==> config.mk <==
export PLATFORM = sky130hd
export DESIGN_NAME = isl_cell
export DESIGN_NICKNAME = d
export VERILOG_FILES = /design/src/rtl/isl_pkg.sv /design/src/rtl/isl_cell.sv
export SDC_FILE = /design/constraint.sdc
export NUM_CORES = 1
export LEC_CHECK = 0
export BUFFER_PORTS_ARGS = -buffer_cell sky130_fd_sc_hd__buf_2
export CAP_MARGIN = 30
export CORE_MARGIN = 5
export CORE_UTILIZATION = 44
export DETAILED_ROUTE_END_ITERATION = 10
export PLACE_DENSITY = 0.82
export SYNTH_ARGS = -nofsm -noshare
export SYNTH_HDL_FRONTEND = slang
export SYNTH_SLANG_ARGS = --single-unit
==> constraint.sdc <==
create_clock -name aclk -period 3.2 [get_ports aclk]
set_input_delay 0.8 -clock aclk [delete_from_list [all_inputs] [get_ports aclk]]
set_output_delay 0.8 -clock aclk [all_outputs]
set_load 0.02 [all_outputs]
==> src/rtl/isl_pkg.sv <==
package isl_pkg;

    localparam int DEPTH  = 64;
    localparam int WIDTH  = 32;
    localparam int IDX_W  = 6;
    localparam int DATA_W = 32;
    localparam int CNT_W  = 7;
    localparam int QTY_W  = 7;
    localparam int OP_W   = 3;
    localparam int STAT_W = 2;

    typedef logic [WIDTH-1:0] word_t;

    typedef enum logic [OP_W-1:0] {
        OP_INSERT = 3'd0,
        OP_REMOVE = 3'd1,
        OP_READ   = 3'd2,
        OP_CLEAR  = 3'd3,
        OP_PINCH  = 3'd4
    } op_t;

    localparam logic [STAT_W-1:0] STAT_OK    = 2'd0;
    localparam logic [STAT_W-1:0] STAT_RANGE = 2'd1;
    localparam logic [STAT_W-1:0] STAT_FULL  = 2'd2;

    // Command broadcast to every cell of the row
    typedef enum logic [1:0] {
        CMD_HOLD   = 2'd0,
        CMD_INSERT = 2'd1,
        CMD_REMOVE = 2'd2,
        CMD_CLEAR  = 2'd3
    } cmd_kind_t;

    typedef struct packed {
        cmd_kind_t         kind;
        logic [IDX_W-1:0]  idx;
        logic [CNT_W-1:0]  used;
        word_t             value;
    } cell_cmd_t;

endpackage

==> src/rtl/isl_cell.sv <==
module isl_cell
    import isl_pkg::*;
(
    input  logic             aclk,
    input  logic             aresetn,
    input  logic [IDX_W-1:0] pos,
    input  cell_cmd_t        cmd,
    input  logic [IDX_W-1:0] sel_idx,
    input  word_t            left_word,
    input  word_t            right_word,
    output word_t            word,
    output word_t            sel_word
);

    word_t            word_reg;
    word_t            word_next;
    logic [CNT_W-1:0] pos_c;
    logic [CNT_W-1:0] idx_c;

    assign pos_c = {1'b0, pos};
    assign idx_c = {1'b0, cmd.idx};

    // Pick the next word: own, new value, left or right neighbor, or zero
    always_comb begin
        word_next = word_reg;
        case (cmd.kind)
            CMD_INSERT: begin
                if (pos == cmd.idx) begin
                    word_next = cmd.value;
                end else if (pos_c > idx_c && pos_c <= cmd.used) begin
                    word_next = left_word;
                end
            end
            CMD_REMOVE: begin
                if (pos_c >= idx_c && (pos_c + CNT_W'(1)) < cmd.used) begin
                    word_next = right_word;
                end
            end
            CMD_CLEAR: begin
                if (pos_c < cmd.used) begin
                    word_next = '0;
                end
            end
            default: begin
                word_next = word_reg;
            end
        endcase
    end

    always_ff @(posedge aclk) begin
        if (!aresetn) begin
            word_reg <= '0;
        end else begin
            word_reg <= word_next;
        end
    end

    assign word     = word_reg;
    assign sel_word = (pos == sel_idx) ? word_reg : '0;

endmodule

* Word level (Yosys, flattened, before mapping)
Cells that the tools add are included.
Storage, ports and cells: flip-flop bits (word level) 32, output and inout port bits 64
Operators by class: $add $sub $neg 1, $lt $le $gt $ge 5, equality and inequality tests 8, muxes and demuxes 6, reduce and logical (&&, ||, !) cells 4
Operator list (count):
- two-way mux 32 bit | 5
- one-hot mux 32 bit (3 select lines) | 1
- == test 6 bit | 2
- adder 6 x 1 -> 7 bit, second input constant | 1
- <= comparator 6 x 7 -> 1 bit | 1
- < comparator 6 x 7 -> 1 bit | 1
- < comparator 7 bit | 1
- >= comparator 6 bit | 1
- greater-than comparator 6 bit | 1
- == test 2 bit, second input constant | 2
- inequality test 2 bit, second input constant | 2
- AND reduction 4 bit | 1
- inequality test 3 bit, second input constant | 1
- nonzero test 3 bit | 1
- == test 2 x 1 -> 1 bit, second input constant | 1
- logical AND 1 bit | 2

* Logic depth before layout (Yosys ltp)
depth after elaboration 5, depth in mapped cells 10, depth with buffers taken out 9

* Least setup slack after synthesis
Ideal clock, no wire load.
path type input to register, from input pos[0], to register word_reg[0] (netlist: word[0]), arrival 2.550 ns, required time 3.078 ns, setup slack 0.528 ns, cell stages on the path 10, buffers on the path 1, cells stage by stage ha_1 > nand3_1 > xnor2_1 > ha_1 > a211oi_1 > nor2_1 > o31ai_2 > o2111ai_4 > buf_6 > mux2i_1
On the way: longest elaborated chain between the ends 5
Ends and longest elaborated chain:
- start: declaration | line isl_cell.sv:6 | input logic [IDX_W-1:0] pos,
- adder 6 x 1 -> 7 bit | line isl_cell.sv:35 | if (pos_c >= idx_c && (pos_c + CNT_W'(1)) < cmd.used) begin
- < comparator 7 bit | line isl_cell.sv:35
- logical AND 1 bit | line isl_cell.sv:35
- inequality test 2 bit (no line)
- AND reduction 4 bit (no line)
- end signal: assignment | line isl_cell.sv:54 | word_reg <= word_next;
- end: declaration | line isl_cell.sv:15 | word_t word_reg;
Several ways; a longest one is shown, not always the timed one. A chain may end at the register's enable or synchronous reset.

* Worst setup path in the final report
from input pos[4], to output sel_word[1]
On the way: longest elaborated chain between the ends 2
Ends and longest elaborated chain:
- == test 6 bit | line isl_cell.sv:59 | assign sel_word = (pos == sel_idx) ? word_reg : '0;
- two-way mux 32 bit | line isl_cell.sv:59
- end: declaration | line isl_cell.sv:12 | output word_t sel_word
Every way passes these cells.

==> results.md <==
- Status: finished, final reports clean
- Clock network fraction of total power: around 28%
- Synth top area cells: dfxtp_1, and2_1, mux2i_1
- Global-route wire length before repair: 15610 microns
- Die ar.: 8510 sq um
- Post-synth top area share: approximately 22%
- Final period utilization: 86.95%
- Initial Utilization: 44.55%
- Sink Count: 32
- 1st-iter DRT viols: 177
- CTS max path bufs: 2
- Grt ovf: 0
- Worst-path clk slew: about 0.070 ns
- Internal power: 0.0008782 W
- Leak: 2.130 nW
- WL per Instance: 14.61 microns
- Synthesized net count: 559
- CP max stage delay: 0.31 ns
- Critical Path RT: 2.40 ns
- Critical path's slowest cell: buf_4
- Total Power: 0.001324 W
- Rel. slew slack: 56.78%
- FF+latch count, synth: 32
- Detailed-route via count: 3536
- Root Driver: clkbuf_8
- Clock Skews: 0 ns
- Core footprint: 6681 sq um
- HPWL Detailed: 7742 microns
- Resized Gates After CTS: 0
- Ys Warns: 0
- Clock Latency Late Sink: ~0.27 ns
- Pin count of the biggest net entering global routing: 33
- Worst Hold Class: flop to flop
- Area leader, netlist: dfxtp_1
- CTS tree: built
- Setup tns final: 0 ns
- Total Routing Usage GR: 22.15%
- Switching Fraction: about a third
- Chip height: slightly above 90 microns
- Top Ports: about 190
- Fmax: 359.4 MHz
- Row count: 30
- Die span in x: 92.25 microns
- Vias per inst: 5.309
- Hold Vio Cnt, Final: 0
- DP Area: around 4000 sq um
- Setup CP Type: input pin to primary output
- Area of the mapped netlist: between 2000 and 3000 sq um
- CP cell instances: buf_2 -> xnor2_1 -> nand4_1 -> nor3_2 -> buf_4 -> and2_1 -> buf_2
- Antenna cells: 0
- Max reg flops: 32
- Antenna violations before repair: 0
- DR pass1 iterations: 7
- Top delay family on crit path: buffers and inverters
- Least-Margin Pin Slew: 0.6483 ns
- Startpoint types: input pin
- Mapped Cells: 411
- Post-DRT Antenna Nets: 0
- Placer Congestion: between 0.8 and 0.9
- Post-CTS setup repair buffer count: 0
- Unrepaired setup endpoints after global routing: no
- Yosys cell types: 31
- Final Slew Violations: 0
- CTS Buf Count: 5
- CP endpoint kind: primary output
- Layout area overhead: 37.37%
- Syn_area_per_cell: between 7 and 8 sq um
- Final setup vio count: 0
- Worst path most repeated cell: buf_2
- Max cap viols: 0
- P per Cell Area: 323.8 nW/um^2
- Comb power frac: a little over a third
- Post-synthesis sequential area ratio: between 20 and 25%
- CP Data Arrival Time: between 1.5 and 2 ns
- Fraction of final layout cells sized beyond drive strength 1: 36.35%
- Min Tclk post-route: 2.782 ns
- Fin area: 4089 sq um
- Vias in the first global route: 3495
- Worst vdd rail ir drop: 0.1494 mV
- CTS HTree Levels: 2
- Count of buffer and inverter cells on the critical path: 3
- Fin nets: 733
- Register share of total power: approximately a third
- Peak fanout along the critical path: 32
- Routed wire length: 9729 microns
- Psw: 0.0004458 W
- Post-CTS Hold Buffers: 0
- Drc violations: 0
- IO buf count: 188
==> layout by cell type (no fill, tap or decap), types with 16 or more instances in the layout <==
master / instances
buf_2: 188
and2_1: 65
o21ai_0: 56
a21oi_1: 40
nand3_1: 36
nand2_1: 35
mux2i_1: 32
dfxtp_1: 32
ha_1: 23
inv_1: 16
==> final cells by class <==
| type | instances | area, sq um |
|---|---|---|
| clock buffer | 6 | 72.57 |
| sequential | 32 | 640.6 |
| tap | 80 | 100.1 |
| timing repair buffer | 201 | 1051 |
| clock inverter | 2 | 35.03 |
| fill | 634 | 2592 |
| inverter | 16 | 60.06 |
| multi-input combinational | 329 | 2130 |
==> final timing paths <==
check,from,endpoint,slack [ns],depth (start not counted)
hold reg to reg,word[25],word[25],0.47,2
setup reg to reg,word[9],word[9],2.55,2
hold / removal,word[25],word[25],0.47,2
setup / recovery,pos[4],sel_word[1],0.42,7
==> kinds of logic after synthesis <==
logic type	Yosys count	synth area share (%)
adders and majority gates	23	9.668
AOI/OAI and AO/OA	112	20.55
DFF	32	21.52
and+or+nand+nor	152	27.45
xor gates and xnor gates	10	2.943
muxes	32	10.76
buffers and inverters	50	7.104
==> worst reg2reg max path, delay by kind of cell, from the launching register on <==
kind	cells	cell delay (ns)
flip-flops	1	0.37
multiplexers	1	0.13
AND/OR/NAND/NOR	1	0.07
==> synth_stat cells, drive strengths merged <==
library cell / count
nand4: 3
nand4b: 2
o31ai: 1
nand3b: 2
mux2i: 32
dfxtp: 32
or2: 1
clkbuf: 30
o2111ai: 1
a211oi: 1
o21ai: 65
nor3: 1
a21o: 1
and3: 1
inv: 16
o221ai: 2
xnor2: 7
buf: 4
a21oi: 40
nand2b: 1
xor2: 3
o22a: 1
and2: 65
ha: 23
and4: 1
nand2: 35
nor2: 4
nand3: 36
==> through the flow <==
step	worst slack (ns)	utilization [%]	cells	hold slack [ns]
after CTS	0.4051	61.20	666	0.4803
after detailed placement	0.1736	59.59	658	0.4704
after global placement	0.3000	59.59	658	0.4541
after floorplan	0.5282	-	411	0.5446
after global routing	0.3132	61.20	666	0.4960
final	0.4175	61.20	666	0.4748
==> metal layers <==
layer  global-route usage, %  share of wire, %
met1                   25.26                40
met2                   41.61                51
met3                   4.430               7.7
met4                   5.817               1.5
met5                       0                 0
==> power by group through the flow <==
stage	Sequential [W]	Clock (W)	Combinational, W
2_1_floorplan	0.000517	0	0.000255
3_3_place_gp	0.000473	0	0.000471
3_5_place_dp	0.000475	0	0.000484
4_1_cts	0.000467	0.000384	0.000486
5_1_grt	0.000471	0.000397	0.000534
6_report	0.000466	0.000373	0.000485
Note: power is estimated with default switching activity, not from simulation.
